==> src/rtl/pexp_pkg.sv <==
`timescale 1ns / 1ps
// ----------------------------------------------------------------------------
// pexp_pkg
// shared types and constants for the palette expand and nearest match block
// ----------------------------------------------------------------------------
package pexp_pkg;

	localparam int IDX_W   = 8;
	localparam int CH_W    = 8;
	localparam int RGB_W   = 3 * CH_W;
	localparam int COLOR_W = 32;
	localparam int ADDR_W  = 18;
	localparam int X_W     = 9;
	localparam int Y_W     = 8;
	localparam int SQ_W    = 2 * CH_W;
	// sum of three squares, 3 * 255^2 fits with room to spare
	localparam int DIST_W  = SQ_W + 2;

	localparam logic [CH_W-1:0] ALPHA = 8'hFF;

	typedef enum logic [1:0] {
		ACT_LOAD    = 2'd0,
		ACT_CONVERT = 2'd1,
		ACT_SEARCH  = 2'd2
	} action_t;

	typedef struct packed {
		action_t           kind;
		logic [IDX_W-1:0]  idx;
		logic              idx_ok;
		logic [RGB_W-1:0]  rgb;
		logic [ADDR_W-1:0] base;
	} work_t;

	typedef enum logic [2:0] {
		ST_IDLE,
		ST_CONV_WAIT,
		ST_CONV_EMIT,
		ST_SRCH_WALK,
		ST_SRCH_READ,
		ST_SRCH_WAIT,
		ST_SRCH_EMIT
	} back_state_t;

endpackage

==> src/rtl/pexp_front.sv <==
`timescale 1ns / 1ps
// ----------------------------------------------------------------------------
// pexp_front
// accepts input beats, drops no-op beats, clamps coordinates, forms base address
// ----------------------------------------------------------------------------
module pexp_front #(
	parameter int SRC_WIDTH       = 320,
	parameter int SRC_HEIGHT      = 200,
	parameter int DST_STRIDE      = 640,
	parameter int PALETTE_ENTRIES = 256
) (
	input  logic                       in_valid,
	output logic                       in_stall,
	input  logic [1:0]                 action,
	input  logic [pexp_pkg::IDX_W-1:0] entry_index,
	input  logic [pexp_pkg::CH_W-1:0]  red,
	input  logic [pexp_pkg::CH_W-1:0]  green,
	input  logic [pexp_pkg::CH_W-1:0]  blue,
	input  logic [pexp_pkg::X_W-1:0]   pixel_x,
	input  logic [pexp_pkg::Y_W-1:0]   pixel_y,
	input  logic                       q_full,
	output logic                       push,
	output pexp_pkg::work_t            push_data
);

	localparam int AW = pexp_pkg::ADDR_W;
	localparam logic [AW-1:0] X_MAX  = AW'(SRC_WIDTH - 1);
	localparam logic [AW-1:0] Y_MAX  = AW'(SRC_HEIGHT - 1);
	localparam logic [AW-1:0] STRIDE = AW'(DST_STRIDE);
	localparam logic [pexp_pkg::IDX_W:0] N_ENT = (pexp_pkg::IDX_W + 1)'(PALETTE_ENTRIES);

	logic [AW-1:0] x_ext, y_ext, x_sat, y_sat, row, col, row_off;
	logic          idx_ok, keep;
	logic          accept;

	assign in_stall = q_full;
	assign accept   = in_valid && !q_full;

	assign idx_ok = {1'b0, entry_index} < N_ENT;

	// address arithmetic is modulo 2^ADDR_W throughout
	assign x_ext   = AW'(pixel_x);
	assign y_ext   = AW'(pixel_y);
	assign x_sat   = (x_ext > X_MAX) ? X_MAX : x_ext;
	assign y_sat   = (y_ext > Y_MAX) ? Y_MAX : y_ext;
	assign row     = {y_sat[AW-2:0], 1'b0};
	assign col     = {x_sat[AW-2:0], 1'b0};
	assign row_off = row * STRIDE;

	always_comb begin
		case (action)
			pexp_pkg::ACT_LOAD:    keep = idx_ok;
			pexp_pkg::ACT_CONVERT: keep = 1'b1;
			pexp_pkg::ACT_SEARCH:  keep = 1'b1;
			default:               keep = 1'b0;
		endcase
	end

	assign push             = accept && keep;
	assign push_data.kind   = pexp_pkg::action_t'(action);
	assign push_data.idx    = entry_index;
	assign push_data.idx_ok = idx_ok;
	assign push_data.rgb    = {red, green, blue};
	assign push_data.base   = row_off + col;

endmodule

==> config.mk <==
export PLATFORM = sky130hd
export DESIGN_NAME = pexp_front
export DESIGN_NICKNAME = d
export VERILOG_FILES = /design/src/rtl/pexp_pkg.sv /design/src/rtl/pexp_front.sv
export SDC_FILE = /design/constraint.sdc
export NUM_CORES = 1
export LEC_CHECK = 0
export ABC_AREA = 1
export BUFFER_PORTS_ARGS = -buffer_cell sky130_fd_sc_hd__buf_2
export CAP_MARGIN = 15
export CELL_PAD_IN_SITES_DETAIL_PLACEMENT = 1
export CELL_PAD_IN_SITES_GLOBAL_PLACEMENT = 2
export CORE_UTILIZATION = 16
export DETAILED_ROUTE_END_ITERATION = 6
export PLACE_DENSITY_LB_ADDON = 0.1
export SYNTH_ARGS = -nofsm -noshare
export SYNTH_HDL_FRONTEND = slang
export SYNTH_SLANG_ARGS = --single-unit
==> constraint.sdc <==
create_clock -name vclk -period 5.8
set_input_delay 0.58 -clock vclk [all_inputs]
set_output_delay 0.58 -clock vclk [all_outputs]
set_load 0.1 [all_outputs]
==> impl_results.html <==
<table>
<tr><th>Metric</th><th>Value</th></tr>
<tr><th colspan="2">Pwr</th></tr>
<tr><td>Total power per unit cell area</td><td>~280 nW/um^2</td></tr>
<tr><td>Cell leakage power</td><td>0.628 nW</td></tr>
<tr><td>Peak VDD IR</td><td>approximately 0.11 mV</td></tr>
<tr><th colspan="2">Drt</th></tr>
<tr><td>Average routed wire per standard cell</td><td>slightly below 10 um</td></tr>
<tr><td>Vias after detailed routing</td><td>a little over 900</td></tr>
<tr><td>Number of optimization iterations in the first detailed-route pass</td><td>4</td></tr>
<tr><td>Routed wire length</td><td>about 2500 um</td></tr>
<tr><td>Drt initial violations</td><td>20</td></tr>
<tr><td>Detailed-route vias per instance</td><td>3.76</td></tr>
<tr><td>DRC violation count after routing</td><td>0</td></tr>
<tr><td>Antenna-violating nets left</td><td>0</td></tr>
<tr><th colspan="2">Worst setup path</th></tr>
<tr><td>Class of the most critical setup path</td><td>input port to primary output</td></tr>
<tr><td>CP Launch Type</td><td>input port</td></tr>
<tr><td>Cell with the largest stage delay on the worst path</td><td>fa_1</td></tr>
<tr><td>Critical Path Max Stage Delay</td><td>0.45 ns</td></tr>
<tr><td>Cell chain of the critical path</td><td>buf_2, nor2_1, a21oi_1, or2_2, ha_1, ha_1, fa_1, xnor2_1, nor2_2, nand3_1, nor2_1, nand3_1, nand2_1, buf_2</td></tr>
<tr><td>Critical Path RT</td><td>around 5.2 ns</td></tr>
<tr><td>Critical path capture point type</td><td>primary output</td></tr>
<tr><td>Crit Path Max Fanout</td><td>5</td></tr>
<tr><td>Arr. time, crit path</td><td>about 3.4 ns</td></tr>
<tr><th colspan="2">Layout</th></tr>
<tr><td>Net total in the final layout</td><td>approximately 240</td></tr>
<tr><td>Seq cells</td><td>0</td></tr>
<tr><td>Most frequent cells in the layout</td><td>nand2_1 (43), buf_2 (42), inv_1 (26)</td></tr>
<tr><td>Post-route cell area</td><td>between 1000 and 1500 um^2</td></tr>
<tr><td>Most common cell after layout, fill and taps aside</td><td>nand2_1</td></tr>
<tr><td>Antenna diode count</td><td>0</td></tr>
<tr><td>Register cell area after layout</td><td>0 um^2</td></tr>
<tr><td>Clock buffer cells</td><td>0</td></tr>
<tr><td>Area growth from synthesis to layout</td><td>1.50%</td></tr>
<tr><td>Fraction of final layout cells with drive strength greater than 1</td><td>between 20% and 30%</td></tr>
<tr><th colspan="2">Timing</th></tr>
<tr><td>Setup_tns</td><td>0 ns</td></tr>
<tr><td>Max-slew violation total from the final report</td><td>0</td></tr>
<tr><td>Hold violation total from the final report</td><td>0</td></tr>
<tr><td>Post-layout minimum cycle time</td><td>4.02 ns</td></tr>
<tr><td>Hold Slack</td><td>approximately 1.2 ns</td></tr>
<tr><td>Post-route setup slack</td><td>about 1.8 ns</td></tr>
<tr><td>Fmax achieved</td><td>around 250 MHz</td></tr>
<tr><td>Unrepaired setup endpoints after global routing</td><td>false</td></tr>
<tr><td>Crit share post-route</td><td>approximately 69%</td></tr>
<tr><td>Setup violators final</td><td>0</td></tr>
<tr><th colspan="2">Die</th></tr>
<tr><td>Starting density of the core</td><td>16.7%</td></tr>
<tr><td>Die Width</td><td>just over 80 um</td></tr>
<tr><td>Cell Rows</td><td>28</td></tr>
<tr><td>IO Pins</td><td>108</td></tr>
<tr><td>Full die area</td><td>6570 um^2</td></tr>
<tr><td>Die height</td><td>~81 um</td></tr>
<tr><td>Core region area</td><td>roughly 6000 um^2</td></tr>
<tr><th colspan="2">Worst hold path</th></tr>
<tr><td>Class of the tightest hold or removal check</td><td>input port to primary output</td></tr>
<tr><th colspan="2">Global routing</th></tr>
<tr><td>Global-route wire length before repair</td><td>~4000 um</td></tr>
<tr><td>Initial antenna violation count</td><td>0</td></tr>
<tr><td>Total overflow reported by the global router</td><td>0</td></tr>
<tr><td>GR Util All Layers</td><td>7.43%</td></tr>
<tr><td>Maximum number of pins on one net before global-route repair</td><td>8</td></tr>
<tr><td>Vias in the first global route</td><td>~950</td></tr>
<tr><th colspan="2">Place</th></tr>
<tr><td>Post-DP Area</td><td>approximately 1000 um^2</td></tr>
<tr><td>Worst slack at placement</td><td>1.74 ns</td></tr>
<tr><td>Detailed placement HPWL</td><td>around 2300 um</td></tr>
<tr><td>Count of input and output buffers</td><td>42</td></tr>
<tr><td>Placer's final routability congestion estimate</td><td>roughly 0.64</td></tr>
<tr><th colspan="2">Clocking</th></tr>
<tr><td>Number of setup buffers added after CTS</td><td>0</td></tr>
<tr><td>Total of cells resized after clock tree synthesis</td><td>0</td></tr>
<tr><td>Number of buffers inserted by hold repair at cts</td><td>0</td></tr>
<tr><th colspan="2">Synthesis</th></tr>
<tr><td>Synthesis warning total</td><td>0</td></tr>
<tr><td>Synth unique cells</td><td>20</td></tr>
<tr><td>Mapped Nets</td><td>~240</td></tr>
<tr><td>Mean Syn Cell Area</td><td>approximately 5.9 um^2</td></tr>
<tr><td>Total standard cell area after synthesis</td><td>1000 um^2</td></tr>
<tr><td>Synthesized instance count</td><td>170</td></tr>
<tr><td>Sequential element share of the synthesized area</td><td>0%</td></tr>
<tr><th colspan="2">Run status</th></tr>
<tr><td>Result of the run</td><td>finished clean</td></tr>
<tr><th colspan="2">Flow run</th></tr>
<tr><td>Max cap viols</td><td>0</td></tr>
</table>
per-stage QoR:
stage / power [mW] / utilization, % / cells
6_report: 0.282 / 16.9 / 247
5_1_grt: 0.301 / 16.9 / 247
4_1_cts: 0.286 / 16.9 / 247
3_5_place_dp: 0.285 / 16.9 / 247
3_3_place_gp: 0.284 / 16.9 / 247
2_1_floorplan: 0.347 / - / 170
report_power, final:
group	internal [mW]	total, mW	leakage (nW)	switching (mW)
registers	0	0	0	0
clock network	0	0	0	0
logic	0.0512	0.282	0.628	0.230
per-layer routing:
layer	routed length, um	GRT usage [%]	up-vias	share of wire (%)
li1	-	-	478	-
met1	1140	9.70	413	46
met2	1170	13.4	31	48
met3	135	0.674	6	5.5
met4	10	0.893	0	0.41
met5	0	0	-	0
cell usage after synthesis, drive strengths merged:
cell	number	area share, %
clkbuf	3	1.1
xor2	4	3.5
nand3b	1	0.75
xnor2	3	2.6
or2	3	1.9
nand2	43	16
a21oi	3	1.5
nand4	3	1.9
buf	37	28
o21ai	3	1.5
inv	26	9.8
clkinv	1	0.38
fa	2	4.0
ha	12	15
nor2	15	6.4
nand3	9	5.0
conb	2	0.75
worst paths after layout:
check	startpoint	end	slack, ns	depth (start not counted)
setup / recovery	pixel_y[4]	push_data[16]	1.78	14
hold / removal	blue[4]	push_data[22]	1.16	0
cells by family (layout without fill, tap and decap cells):
group / Yosys count / in the layout / synth area share [%]
buffers and inverters: 67 / 69 / 39.0
and+or+nand+nor: 74 / 74 / 32.0
xor gates and xnor gates: 7 / 7 / 6.13
adders and majority gates: 14 / 14 / 19.0
AOI/OAI and AO/OA: 6 / 6 / 3.00
other: 2 / 2 / 0.751
critical path: cells and delay by family:
kind	cells	cell delay, ns
AO/OA/AOI/OAI	1	0.12
XOR/XNOR	1	0.23
adder cells (fa/ha/maj)	3	0.99
buffers and inverters	2	0.53
AND/OR/NAND/NOR	7	0.97
layout make-up:
type | instances | area [um^2]
well taps | 75 | 93.8
repair buffers | 42 | 210
inverters | 27 | 101
fillers | 759 | 4980
multi-input cells | 103 | 609
(Power assumes the default switching activity.)
