[src/rtl/pexp_pkg.sv]
`timescale 1ns / 1ps
// ----------------------------------------------------------------------------
// pexp_pkg
// shared types and constants for the palette expand and nearest match block
// ----------------------------------------------------------------------------
package pexp_pkg;

	localparam int IDX_W   = 8;
	localparam int CH_W    = 8;
	localparam int RGB_W   = 3 * CH_W;
	localparam int COLOR_W = 32;
	localparam int ADDR_W  = 18;
	localparam int X_W     = 9;
	localparam int Y_W     = 8;
	localparam int SQ_W    = 2 * CH_W;
	// sum of three squares, 3 * 255^2 fits with room to spare
	localparam int DIST_W  = SQ_W + 2;

	localparam logic [CH_W-1:0] ALPHA = 8'hFF;

	typedef enum logic [1:0] {
		ACT_LOAD    = 2'd0,
		ACT_CONVERT = 2'd1,
		ACT_SEARCH  = 2'd2
	} action_t;

	typedef struct packed {
		action_t           kind;
		logic [IDX_W-1:0]  idx;
		logic              idx_ok;
		logic [RGB_W-1:0]  rgb;
		logic [ADDR_W-1:0] base;
	} work_t;

	typedef enum logic [2:0] {
		ST_IDLE,
		ST_CONV_WAIT,
		ST_CONV_EMIT,
		ST_SRCH_WALK,
		ST_SRCH_READ,
		ST_SRCH_WAIT,
		ST_SRCH_EMIT
	} back_state_t;

endpackage

[src/rtl/pexp_queue.sv]
`timescale 1ns / 1ps
// ----------------------------------------------------------------------------
// pexp_queue
// short work queue between front and back
// ----------------------------------------------------------------------------
module pexp_queue (
	input  logic            clk,
	input  logic            arst_n,
	input  logic            push,
	input  pexp_pkg::work_t push_data,
	output logic            full,
	input  logic            pop,
	output logic            not_empty,
	output pexp_pkg::work_t head
);

	localparam int DEPTH = 2;
	localparam int PW    = $clog2(DEPTH);
	localparam int CW    = $clog2(DEPTH + 1);

	pexp_pkg::work_t entry_q [DEPTH];
	logic [PW-1:0]   wr_ptr_q, rd_ptr_q;
	logic [CW-1:0]   count_q;
	logic            do_push, do_pop;

	assign full      = count_q == CW'(DEPTH);
	assign not_empty = count_q != '0;
	assign head      = entry_q[rd_ptr_q];
	assign do_push   = push && !full;
	assign do_pop    = pop && not_empty;

	always_ff @(posedge clk) begin
		if (do_push) begin
			entry_q[wr_ptr_q] <= push_data;
		end
	end

	always_ff @(posedge clk or negedge arst_n) begin
		if (!arst_n) begin
			wr_ptr_q <= '0;
			rd_ptr_q <= '0;
			count_q  <= '0;
		end else begin
			if (do_push) begin
				wr_ptr_q <= (wr_ptr_q == PW'(DEPTH - 1)) ? '0 : wr_ptr_q + 1'b1;
			end
			if (do_pop) begin
				rd_ptr_q <= (rd_ptr_q == PW'(DEPTH - 1)) ? '0 : rd_ptr_q + 1'b1;
			end
			if (do_push && !do_pop) begin
				count_q <= count_q + 1'b1;
			end else if (do_pop && !do_push) begin
				count_q <= count_q - 1'b1;
			end
		end
	end

endmodule

[config.mk]
export PLATFORM = sky130hd
export DESIGN_NAME = pexp_queue
export DESIGN_NICKNAME = d
export VERILOG_FILES = /design/src/rtl/pexp_pkg.sv /design/src/rtl/pexp_queue.sv
export SDC_FILE = /design/constraint.sdc
export NUM_CORES = 1
export LEC_CHECK = 0
export ABC_AREA = 0
export ABC_CLOCK_PERIOD_IN_PS = 3800
export BUFFER_PORTS_ARGS = -buffer_cell sky130_fd_sc_hd__buf_2
export CORE_ASPECT_RATIO = 0.75
export CORE_MARGIN = 8
export CORE_UTILIZATION = 24
export CTS_BUF_LIST = sky130_fd_sc_hd__clkbuf_2
export CTS_CLUSTER_SIZE = 40
export DETAILED_ROUTE_END_ITERATION = 10
export GPL_ROUTABILITY_DRIVEN = 0
export PLACE_DENSITY = 0.49
export SYNTH_ARGS = -nofsm -noshare
export SYNTH_HDL_FRONTEND = slang
export SYNTH_SLANG_ARGS = --single-unit
[constraint.sdc]
create_clock -name clk -period 3.8 [get_ports clk]
set_clock_uncertainty 0.2 [all_clocks]
set_input_delay 0.38 -clock clk [delete_from_list [all_inputs] [get_ports clk]]
set_output_delay 0.38 -clock clk [all_outputs]
set_load 0.05 [all_outputs]
==> metrics.csv, run 1 <==
stage;metric;value;unit
run_status;outcome;finished clean;
detailed_routing;ant_nets;0;
worst_setup_path;crit_chain;mux2_2 > buf_2;
final_layout;final_layout_size_suffix_gt1_share;50.82;%
worst_setup_path;crit_path_end_kind;output pin;
pwr;p_seq_share;42.2;%
detailed_routing;via_per_inst;3.699;
pwr;p_sw;1.934;mW
clock_network;root_buffer;clkbuf_2;
pwr;combPwrFrac;46.1;%
pwr;netSwitchingFraction;43.17;%
worst_setup_path;critPathMaxFanout;54;
clock_network;clkTransAtPathRegs;0.27;ns
global_route;grt_pass1_vias;2510;
synth;synth_top_area_share;74.49;%
floorplan;std_cell_rows;42;
pwr;irDropWorstVdd;354.5;uV
timing;fmax;0.3332;GHz
floorplan;die_x;170.1;microns
timing;maxSlewViolCount;0;
timing;timing_hold_violations_final;0;
pwr;p_int;2.547;mW
synth;synthCells;184;
global_route;grt_use_total;8.013;%
worst_setup_path;cp.arrival;2.42;ns
placed_design;pre_cts_slack;1.394;ns
final_layout;fin_nets;417;
placed_design;dpl.hpwl;5453;microns
detailed_routing;drtIter0Drc;148;
flow_run;max-cap-violations;0;
floorplan;core_area;17550;sq um
worst_setup_path;cp_slowest_stage_delay;1.19;ns
worst_setup_path;crit_start;rd_ptr_q$_DFFE_PN0P_;
worst_setup_path;worst_ep_required_time;3.22;ns
hold_path;min_from;push_data[22];
worst_setup_path;crit_buf_inv;1;
worst_setup_path;cp-start-kind;flip-flop;
timing;setup-tns-final;0;ns
pwr;powerDensity;778.6;nW/um^2
clock_network;clk_latency;0.56;ns
worst_setup_path;reg2reg_from;count_q[0]$_DFFE_PN0P_;
synth;netlist_area;4273;sq um
final_layout;layout.cells.non_filler;607;
detailed_routing;wl_per_cell;14.16;microns
floorplan;die_y;131.6;microns
timing;grt_setup_unrepaired;no;
worst_setup_path;cp_top_family;flip-flops;
placed_design;placed_area;5072;sq um
detailed_routing;num_vias;2245;
synth;synthTopCellsByArea;edfxtp_1, mux2_4, buf_12, dfrtp_1, mux2_2;
global_route;antenna_found_initial;1;
placed_design;port_buffers;111;
global_route;grt_max_degree;55;
synth;yosysSeqAreaShare;76.84;%
global_route;gr-total-overflow;0;
pwr;power.total;4.481;mW
clock_network;h-tree-depth;3;
floorplan;num_io_pins;112;
worst_setup_path;critPathKind;flip-flop to output pin;
clock_network;cts_buffers;9;
timing;fin_ws;0.7984;ns
final_layout;syn_to_final_growth;34.70;%
synth;synth_nets;242;
detailed_routing;drc_errors;0;
synth;synth_top_area_cell;edfxtp_1;
hold_path;holdCritPathClass;input port to flip-flop;
timing;setup_viol;0;
timing;slew-limit-headroom;28.42;%
worst_setup_path;worst_path_max_delay_cell;dfrtp_4;
pwr;p_leak;2.267;nW
final_layout;final_area;5756;sq um
clock_network;cts_setup_buffers;0;
synth;synthDistinctLibCells;15;
floorplan;dieArea;22370;sq um
synth;synth-seq-cells;110;
timing;fin_crit_sh;78.99;%
global_route;grt_first_pass_wirelength;13540;microns
timing;period_minus_slack;3.002;ns
clock_network;clk_path_buf_depth;2;
pwr;clockPowerShare;11.7;%
synth;yosys_warnings;0;
timing;tightest_slew;1.074;ns
synth;syn_avg_cell_area;23.22;sq um
detailed_routing;drtPass1Iterations;4;
placed_design;place_inst;533;
floorplan;start_util;24.34;%
clock_network;cts_sinks;110;
clock_network;cts_tree;done;
detailed_routing;drt_wl_total;8594;microns
## per-stage QoR
| step | hold slack (ns) | util, % |
|---|---|---|
| global placement | -0.01059 | 28.90 |
| finish | 0.2841 | 32.79 |
| CTS | 0.1783 | 32.78 |
| detailed placement | -0.008646 | 28.90 |
| global route | 0.1747 | 32.79 |
| floorplan | -0.1156 | - |
## metal layers
layer | track usage [%] | part of all wire, % | wire, microns | vias up
li1 | - | - | - | 1067
met1 | 8.851 | 43 | 3679 | 1092
met2 | 13.14 | 48 | 4088 | 79
met3 | 4.369 | 8.6 | 743 | 7
met4 | 2.188 | 0.97 | 83 | 0
met5 | 0 | 0 | 0 | -
## final timing paths
kind,slack (ns),cells after the start,to
setup reg to reg,1.63,4,entry_q[0][46]$_DFFE_PP_
hold / removal,0.28,2,entry_q[1][22]$_DFFE_PP_
min in group asynchronous,0.48,3,rd_ptr_q$_DFFE_PN0P_
setup / recovery,0.80,2,head[38]
max in group asynchronous,2.74,3,rd_ptr_q$_DFFE_PN0P_
hold reg to reg,0.31,1,count_q[1]$_DFFE_PN0P_
## Yosys cell counts
cell        n
and3_1      1
buf_12      5
buf_6       1
dfrtp_1     4
edfxtp_1  106
ha_1        1
inv_1       2
mux2_2      4
mux2_4     49
nand2_1     2
nand2b_1    1
nor2_1      2
or2_1       1
xnor2_1     3
xor2_1      2
## power groups by stage
stage          Sequential (mW)  Combinational, mW  Clock (mW)
6_report                  1.89               2.07       0.524
3_3_place_gp              1.91               2.06           0
3_5_place_dp              1.94               2.07           0
2_1_floorplan             1.76               1.87           0
4_1_cts                   1.91               2.12       0.570
5_1_grt                   1.93               2.19       0.608
## worst reg2reg max path, cell delays in order (launching register included)
cell	delay [ns]
dfrtp_1	0.46
nand2b_1	0.16
nand2_1	0.14
nor2_4	0.64
buf_12	0.29
## cells in the final DEF, fill, tap and decap left out
| master | Yosys | layout |
|---|---|---|
| nand2_1 | 2 | 2 |
| buf_12 | 5 | 2 |
| mux2_2 | 4 | 4 |
| inv_1 | 2 | 2 |
| nor2_4 | 0 | 1 |
| clkinvlp_4 | 0 | 2 |
| nand2b_1 | 1 | 1 |
| xnor2_1 | 3 | 3 |
| and3_2 | 0 | 1 |
| xor2_1 | 2 | 2 |
| clkbuf_2 | 0 | 13 |
| dlygate4sd3_1 | 0 | 57 |
| or2_1 | 1 | 1 |
| bufinv_16 | 0 | 1 |
| edfxtp_1 | 106 | 106 |
| mux2_4 | 49 | 49 |
| dfrtp_4 | 0 | 1 |
| buf_2 | 0 | 111 |
| nor2_1 | 2 | 1 |
| dfrtp_1 | 4 | 3 |
| ha_1 | 1 | 1 |
| diode_2 | 0 | 1 |
## layout make-up
cell class                      count  area [sq um]
Inverter                            2         7.507
Antenna cell                        1         2.502
Tap cell                          242         302.8
Multi-Input combinational cell     66         879.6
Clock buffer                       13         65.06
Fill cell                        1761         11800
Timing Repair Buffer              170          1166
Clock inverter                      3         45.04
Sequential cell                   110          3287
## cells by family (layout without fill, tap and decap cells)
group         count (synthesis)  in the layout  share of synthesized area, %
simple gates                  7              7                        0.7910
xor+xnor                      5              5                         1.025
fa+ha+maj                     1              1                        0.2928
buf+inv                       8            188                         2.782
mux                          53             53                         18.27
flops                       110            110                         76.84
other cells                   0              1                             0
## timing repair
item                                    in CTS  in global routing
gates resized for setup                      0                  0
hold endpoints to repair                   113                  0
endpoints found under the setup margin       0                  0
hold buffers                                57                  0
## flip-flops by register name (all words and copies together), names as in the netlist
register and flops:
entry_q 106, wr_ptr_q 1, count_q 2, rd_ptr_q 1
No activity file was read; power rests on OpenSTA's default activity.
==> inputs of run 2 (changes only) <==
--- a/config.mk
+++ b/config.mk
@@ -5,8 +5,8 @@
 export SDC_FILE = /design/constraint.sdc
 export NUM_CORES = 1
 export LEC_CHECK = 0
-export ABC_AREA = 0
-export ABC_CLOCK_PERIOD_IN_PS = 3800
+export ABC_AREA = 1
+export ABC_CLOCK_PERIOD_IN_PS = 2430
 export BUFFER_PORTS_ARGS = -buffer_cell sky130_fd_sc_hd__buf_2
 export CORE_ASPECT_RATIO = 0.75
 export CORE_MARGIN = 8
@@ -15,7 +15,7 @@
 export CTS_CLUSTER_SIZE = 40
 export DETAILED_ROUTE_END_ITERATION = 10
 export GPL_ROUTABILITY_DRIVEN = 0
-export PLACE_DENSITY = 0.49
+export PLACE_DENSITY = 0.5
 export SYNTH_ARGS = -nofsm -noshare
 export SYNTH_HDL_FRONTEND = slang
 export SYNTH_SLANG_ARGS = --single-unit
==> constraint.sdc (replaced) <==
create_clock -name clk -period 2.43 [get_ports clk]
set_clock_uncertainty 0.2 [all_clocks]
set_input_delay 0.243 -clock clk [delete_from_list [all_inputs] [get_ports clk]]
set_output_delay 0.243 -clock clk [all_outputs]
set_load 0.05 [all_outputs]
==> run 2 against run 1 <==
Compared with the run above:
- sequential share of layout area grew 1.5 points
- core utilization is 0.52 points higher
- sequential cell count unchanged
- critical endpoint is now head[30]
- routed wire length increased by 8.2%
- clock-buffer cell count is 4 lower
- first-iteration DRC count shrank 27%
- combinational power rose by 73%
- largest power group unchanged
- critical path type unchanged
==> metrics.csv, run 2 <==
stage;metric;value;unit;change
run_status;outcome;finished clean;;unchanged
worst_setup_path;worst_path_max_delay_cell;dfrtp_2;;was dfrtp_4
final_layout;final_layout_size_suffix_gt1_share;29.01;%;was 50.82%
detailed_routing;drc_errors;0;;unchanged
final_layout;fin_nets;539;;was 417
placed_design;dpl.hpwl;6089;microns;was 5453 microns
flow_run;max-cap-violations;0;;unchanged
synth;synth_top_area_cell;edfxtp_1;;unchanged
worst_setup_path;worst_ep_required_time;1.99;ns;was 3.22 ns
worst_setup_path;crit_start;rd_ptr_q$_DFFE_PN0P_;;unchanged
clock_network;h-tree-depth;3;;unchanged
synth;synthArstFlopShare;3.636;%;unchanged
synth;synthTopCellsByArea;edfxtp_1, nand2_1, dfrtp_1, buf_6, buf_4;;was edfxtp_1, mux2_4, buf_12, dfrtp_1, mux2_2
synth;yosysMostFrequentCell;nand2_1;;was edfxtp_1
detailed_routing;met3_length;619;microns;was 743 microns
pwr;p_leak;2.373;nW;was 2.267 nW
synth;synth_commonest_cells;nand2_1, edfxtp_1, buf_6, inv_1, buf_4;;was edfxtp_1, mux2_4, buf_12, dfrtp_1, mux2_2
synth;synthCells;308;;was 184
final_layout;largest_reg_flops;106;;unchanged
timing;slew-limit-headroom;69.61;%;was 28.42%
floorplan;std_cell_rows;41;;was 42
synth;synth_edf_count;106;;unchanged
detailed_routing;drt_wl_total;9303;microns;was 8594 microns
floorplan;die_y;129.5;microns;was 131.6 microns
detailed_routing;top_layer_used;met4;;unchanged
clock_network;cts_setup_buffers;0;;unchanged
worst_setup_path;cp-start-kind;flip-flop;;unchanged
global_route;grt_first_pass_wirelength;14870;microns;was 13,540 microns
timing;setup_viol;0;;unchanged
worst_setup_path;crit_chain;clkinv_8 > nand2_1 > nand2_1 > buf_2;;was mux2_2 > buf_2
detailed_routing;wl_per_cell;13.27;microns;was 14.16 microns
floorplan;start_util;24.52;%;was 24.34%
final_layout;reg_top3;entry_q (106), count_q (2);;unchanged
placed_design;port_buffers;111;;unchanged
worst_setup_path;cp_slowest_stage_delay;0.54;ns;was 1.19 ns
pwr;irDropWorstVdd;474.2;uV;was 354.5 uV
worst_setup_path;critPathMaxFanout;54;;unchanged
synth;synth-seq-cells;110;;unchanged
clock_network;clk_path_buf_depth;2;;unchanged
worst_setup_path;r2r_cells;6;;was 4
worst_setup_path;crit_path_end_kind;output pin;;unchanged
final_layout;regArea;3284;sq um;was 3287 sq um
timing;timing_hold_violations_final;0;;unchanged
global_route;grt_max_degree;55;;unchanged
global_route;grt_pass1_vias;2895;;was 2,510
final_layout;final_cell_mix;nand2_1, buf_2, edfxtp_1;;was buf_2, edfxtp_1, dlygate4sd3_1
worst_setup_path;regToRegEndpoint;entry_q[0][31]$_DFFE_PP_;;was entry_q[0][46]$_DFFE_PP_
worst_setup_path;cpMostUsedCell;nand2_1;;
timing;period_minus_slack;2.230;ns;
synth;synthDistinctLibCells;16;;was 15
worst_setup_path;reg2reg_from;count_q[1]$_DFFE_PN0P_;;was count_q[0]$_DFFE_PN0P_
final_layout;multi_input_area;716.9;sq um;was 879.6 sq um
hold_path;min_from;push_data[44];;was push_data[22]
hold_path;holdCritPathClass;input port to flip-flop;;unchanged
floorplan;num_io_pins;112;;unchanged
clock_network;cts_buffers;9;;unchanged
clock_network;clkTransAtPathRegs;0.30;ns;was 0.27 ns
timing;grt_setup_unrepaired;no;;unchanged
timing;setup-tns-final;0;ns;unchanged
final_layout;diodes;0;;was 1
synth;yosys_warnings;0;;unchanged
timing;tightest_slew;0.4511;ns;was 1.074 ns
floorplan;core_area;16830;sq um;was 17,550 sq um
pwr;power.total;7.031;mW;was 4.481 mW
detailed_routing;ant_nets;0;;unchanged
detailed_routing;num_vias;2700;;was 2,245
floorplan;dieArea;21680;sq um;was 22,370 sq um
worst_setup_path;critPathKind;flip-flop to output pin;;unchanged
synth;synth_top_area_share;77.16;%;was 74.49%
worst_setup_path;rrSetupSlack;0.64;ns;was 1.63 ns
timing;maxSlewViolCount;0;;unchanged
timing;fin_crit_sh;91.77;%;
synth;synth_nets;366;;was 242
detailed_routing;drtIter0Drc;108;;was 148
floorplan;die_x;167.4;microns;was 170.1 microns
detailed_routing;via_per_inst;3.852;;was 3.699
clock_network;cts_sinks;110;;unchanged
synth;yosysSeqAreaShare;79.59;%;was 76.84%
clock_network;root_buffer;clkbuf_2;;unchanged
synth;syn_avg_cell_area;13.39;sq um;was 23.22 sq um
synth;netlist_area;4125;sq um;was 4273 sq um
global_route;grt_use_total;8.704;%;was 8.013%
synth;synth-main-ff-cell;edfxtp_1;;unchanged
worst_setup_path;cp.arrival;1.79;ns;was 2.42 ns
pwr;powerDensity;1254;nW/um^2;was 778.6 nW/um^2
clock_network;clk_latency;0.55;ns;was 0.56 ns
timing;fmax;0.4484;GHz;
final_layout;regMostFlops;entry_q;;unchanged
clock_network;cts_tree;done;;unchanged
final_layout;fillers;1663;;was 1,761
final_layout;mostFrequentLayoutCell;nand2_1;;was buf_2
worst_setup_path;endpoint;head[30];;was head[38]
detailed_routing;drtPass1Iterations;4;;unchanged
global_route;gr-total-overflow;0;;unchanged
global_route;antenna_found_initial;0;;was 1
detailed_routing;wl_met2;4503;microns;was 4088 microns
final_layout;syn_to_final_growth;35.88;%;was 34.70%
detailed_routing;met1Wirelength;4090;microns;was 3679 microns
## run 2: changes by cell type after synthesis, moves of 4 or more
cell     change
buf_6        +5
mux2_4      -49
buf_4        +5
inv_1        +4
mux2_2       -4
buf_12       -5
nand2_1    +166
## run 2: layout make-up
type                    count  share of cell area (%)
well taps                 215                   4.799
clock inverters             7                  0.8705
flip-flops and latches    110                   58.59
multi-input cells         179                   12.79
inverters                   8                  0.8259
repair buffers            173                   21.32
clock buffers               9                  0.8036
## run 2: routing by layer
layer  GRT usage [%]  up-vias
met5               0        -
met4           2.513        0
met3           3.798        9
met2           14.84       75
met1           9.853     1246
li1                -     1370
## run 2: logic make-up (layout without fill, tap and decap cells)
family,count (synthesis),count (layout),synth area share [%]
simple gates,176,176,16.38
flops,110,110,79.59
buf+inv,19,197,3.397
fa+ha+maj,1,1,0.3033
compound gates,1,1,0.1212
xor+xnor,1,1,0.2124
## run 2: critical path, delay by kind of cell (launching register included)
family | cells | cell delay [ns]
DFF | 1 | 0.54
and+or+nand+nor | 2 | 0.17
buffers and inverters | 2 | 0.45
## run 2: report_power, final
group	internal (mW)	switching, mW	leakage (nW)
Clock	0.142	0.601	0.0641
Combinational	0.759	2.82	1.28
Sequential	2.58	0.127	1.03
Total	3.48	3.55	2.37
## run 2: repair_timing
action / in CTS / in global routing
setup endpoints to repair: 13 / 34
hold buffers: 57 / 0
resized for setup: 2 / 6
hold endpoints to repair: 114 / 0
## run 2: metrics by stage
stage               util (%)  area (sq um)  cells  hold slack, ns  setup WS [ns]
floorplan                  -          4141    308         -0.2526         0.1340
global placement       29.19          4912    628         -0.1463         0.6584
detailed placement     29.19          4912    628         -0.1465         0.6236
CTS                    33.18          5583    701         0.06709        0.03805
global route           33.31          5605    701         0.07160       0.005635
finish                 33.31          5605    701          0.1672         0.1999
## run 2: worst min path at each step
stage / cells past startpoint / end
2_1_floorplan: 0 / count_q[0]$_DFFE_PN0P_
3_3_place_gp: 1 / count_q[1]$_DFFE_PN0P_
3_5_place_dp: 1 / count_q[1]$_DFFE_PN0P_
4_1_cts: 2 / entry_q[1][22]$_DFFE_PP_
5_1_grt: 2 / entry_q[1][47]$_DFFE_PP_
6_report: 2 / entry_q[1][44]$_DFFE_PP_
==> inputs of run 3 (changes only) <==
--- a/config.mk
+++ b/config.mk
@@ -15,7 +15,9 @@
 export CTS_CLUSTER_SIZE = 40
 export DETAILED_ROUTE_END_ITERATION = 10
 export GPL_ROUTABILITY_DRIVEN = 0
-export PLACE_DENSITY = 0.5
+export PLACE_DENSITY = 0.41
+export RECOVER_POWER = 100
+export SLEW_MARGIN = 10
 export SYNTH_ARGS = -nofsm -noshare
 export SYNTH_HDL_FRONTEND = slang
 export SYNTH_SLANG_ARGS = --single-unit
==> run 3 against run 2 <==
Compared with the run above:
- global-route usage increased by 0.77 points
- sequential share of layout area shrank 1.5 points
- hold slack got worse by 0.048 ns
- combinational power increased by 12%
- largest power group unchanged
- sequential cell count stayed put
- clock-buffer cell count did not move
- final cell count is 0.57% higher
- routed wire length increased by 15%
- sequential power barely moved
- via count grew 1.9%
- maximum frequency shrank 3.0%
==> metrics.csv, run 3 (same netlist as run 2, synthesis figures left out) <==
stage;metric;value;unit;change
run_status;outcome;finished clean;;unchanged
clock_network;cts_sinks;110;;unchanged
final_layout;fin_nets;543;;was 539
timing;tightest_slew;0.4503;ns;was 0.4511 ns
timing;grt_setup_unrepaired;yes;;was no
clock_network;cts_buffers;9;;unchanged
detailed_routing;num_vias;2751;;was 2,700
placed_design;dpl.hpwl;6163;microns;was 6089 microns
floorplan;dieArea;21680;sq um;unchanged
final_layout;mostFrequentLayoutCell;nand2_1;;unchanged
timing;timing_hold_violations_final;0;;unchanged
clock_network;clkTransAtPathRegs;0.27;ns;was 0.30 ns
worst_setup_path;worst_ep_required_time;1.99;ns;about the same
placed_design;placed_area;4912;sq um;unchanged
placed_design;pre_cts_slack;0.5746;ns;was 0.6236 ns
timing;setup_viol;0;;unchanged
hold_path;holdCritPathClass;input port to flip-flop;;unchanged
pwr;irDropWorstVdd;592.8;uV;was 474.2 uV
timing;period_minus_slack;2.300;ns;was 2.230 ns
flow_run;max-cap-violations;0;;unchanged
detailed_routing;drtIter0Drc;88;;was 108
worst_setup_path;cp-start-kind;flip-flop;;unchanged
floorplan;start_util;24.52;%;unchanged
floorplan;num_io_pins;112;;unchanged
floorplan;std_cell_rows;41;;unchanged
timing;slew-limit-headroom;69.98;%;was 69.61%
detailed_routing;ant_nets;0;;unchanged
final_layout;fin_util;34.21;%;was 33.31%
global_route;antenna_found_initial;0;;unchanged
worst_setup_path;crit_chain;buf_8 > nand2_1 > nand2_1 > buf_2;;was clkinv_8 > nand2_1 > nand2_1 > buf_2
clock_network;clk_latency;0.60;ns;was 0.55 ns
timing;fin_crit_sh;94.65;%;was 91.77%
final_layout;syn_to_final_growth;39.52;%;was 35.88%
worst_setup_path;cp_slowest_stage_delay;0.64;ns;was 0.54 ns
final_layout;regMostFlops;entry_q;;unchanged
clock_network;clk_path_buf_depth;2;;unchanged
worst_setup_path;cpMostUsedCell;nand2_1;;unchanged
global_route;grt_pass1_vias;2895;;unchanged
worst_setup_path;crit_buf_inv;2;;unchanged
pwr;p_leak;2.317;nW;was 2.373 nW
final_layout;layout.cells.non_filler;705;;was 701
final_layout;final_area;5756;sq um;was 5605 sq um
floorplan;die_y;129.5;microns;unchanged
clock_network;h-tree-depth;3;;unchanged
timing;hold_ws;0.1192;ns;was 0.1672 ns
detailed_routing;drc_errors;0;;unchanged
final_layout;largest_reg_flops;106;;unchanged
worst_setup_path;critPathMaxFanout;13;;was 54
detailed_routing;drtPass1Iterations;4;;unchanged
global_route;grt_max_degree;55;;unchanged
timing;fmax;0.4348;GHz;was 0.4484 GHz
floorplan;die_x;167.4;microns;unchanged
worst_setup_path;cp_top_family;flip-flops;;unchanged
worst_setup_path;crit_path_end_kind;output pin;;unchanged
pwr;powerDensity;1319;nW/um^2;was 1254 nW/um^2
detailed_routing;drt_wl_total;10660;microns;was 9303 microns
final_layout;final_layout_size_suffix_gt1_share;19.80;%;was 29.01%
timing;maxSlewViolCount;0;;unchanged
floorplan;core_area;16830;sq um;unchanged
final_layout;reg_top3;entry_q (106), count_q (2);;unchanged
worst_setup_path;cp.arrival;1.86;ns;was 1.79 ns
final_layout;diodes;0;;unchanged
worst_setup_path;worst_path_max_delay_cell;dfrtp_4;;was dfrtp_2
global_route;grt_use_total;9.470;%;was 8.704%
placed_design;port_buffers;111;;unchanged
placed_design;place_inst;628;;unchanged
global_route;grt_first_pass_wirelength;15680;microns;was 14,870 microns
clock_network;root_buffer;clkbuf_2;;unchanged
timing;fin_ws;0.1300;ns;was 0.1999 ns
final_layout;final_cell_mix;nand2_1, edfxtp_1, dlygate4sd3_1;;was nand2_1, buf_2, edfxtp_1
clock_network;cts_tree;done;;unchanged
worst_setup_path;critPathKind;flip-flop to output pin;;unchanged
global_route;gr-total-overflow;0;;unchanged
detailed_routing;wl_per_cell;15.12;microns;was 13.27 microns
detailed_routing;via_per_inst;3.902;;was 3.852
run 3: cell count changes in the layout (fill, tap and decap cells not counted), sizes merged:
cell / change
clkbuf: +73
buf: -70
bufinv: +1
clkinv: +1
inv: -1
run 3: worst paths after layout:
kind                                        startpoint                       end  slack, ns  depth (start not counted)
worst max-delay path              rd_ptr_q$_DFFE_PN0P_                  head[45]       0.13                          4
worst min-delay path                     push_data[34]  entry_q[0][34]$_DFFE_PP_       0.12                          2
worst max register to register  count_q[1]$_DFFE_PN0P_   entry_q[1][9]$_DFFE_PP_       0.57                          4
worst min register to register  count_q[1]$_DFFE_PN0P_    count_q[1]$_DFFE_PN0P_       0.32                          2
max in group asynchronous                       arst_n      rd_ptr_q$_DFFE_PN0P_       1.55                          3
min in group asynchronous                       arst_n    count_q[0]$_DFFE_PN0P_       0.29                          3
run 3: power by group:
part | leakage (nW) | internal (mW) | total, mW | switching [mW]
clock | 0.0739 | 0.243 | 0.847 | 0.604
sequential | 1.03 | 2.58 | 2.73 | 0.151
combinational | 1.21 | 1.04 | 4.01 | 2.97
run 3: timing repair:
action | in CTS | in global routing
gates cloned | 0 | 4
resized for setup | 1 | 75
hold endpoints to repair | 114 | 0
endpoints found under the setup margin | 53 | 53
hold buffers | 57 | 0
buffers inserted | 0 | 0
run 3: layout make-up:
type	instances	area, sq um
inverter	8	46.29
clock inverter	7	73.82
clock buffer	9	45.04
sequential	110	3287
tap	215	269.0
multi-input combinational	179	714.4
timing repair inverter	1	16.27
fill	1660	11070
timing repair buffer	176	1304
run 3: metal layers:
layer,vias to the layer above,part of all wire (%),global-route usage [%]
met5,-,0,0
met4,0,1.3,3.613
met3,10,7.2,4.072
met2,89,43,14.57
met1,1268,48,11.67
li1,1384,-,-
run 3: through the flow:
| stage | power [mW] | setup TNS, ns |
|---|---|---|
| 2_1_floorplan | 5.489 | 0 |
| 3_3_place_gp | 6.345 | 0 |
| 3_5_place_dp | 6.366 | 0 |
| 4_1_cts | 7.300 | -0.01950 |
| 5_1_grt | 8.064 | -0.1025 |
| 6_report | 7.590 | 0 |
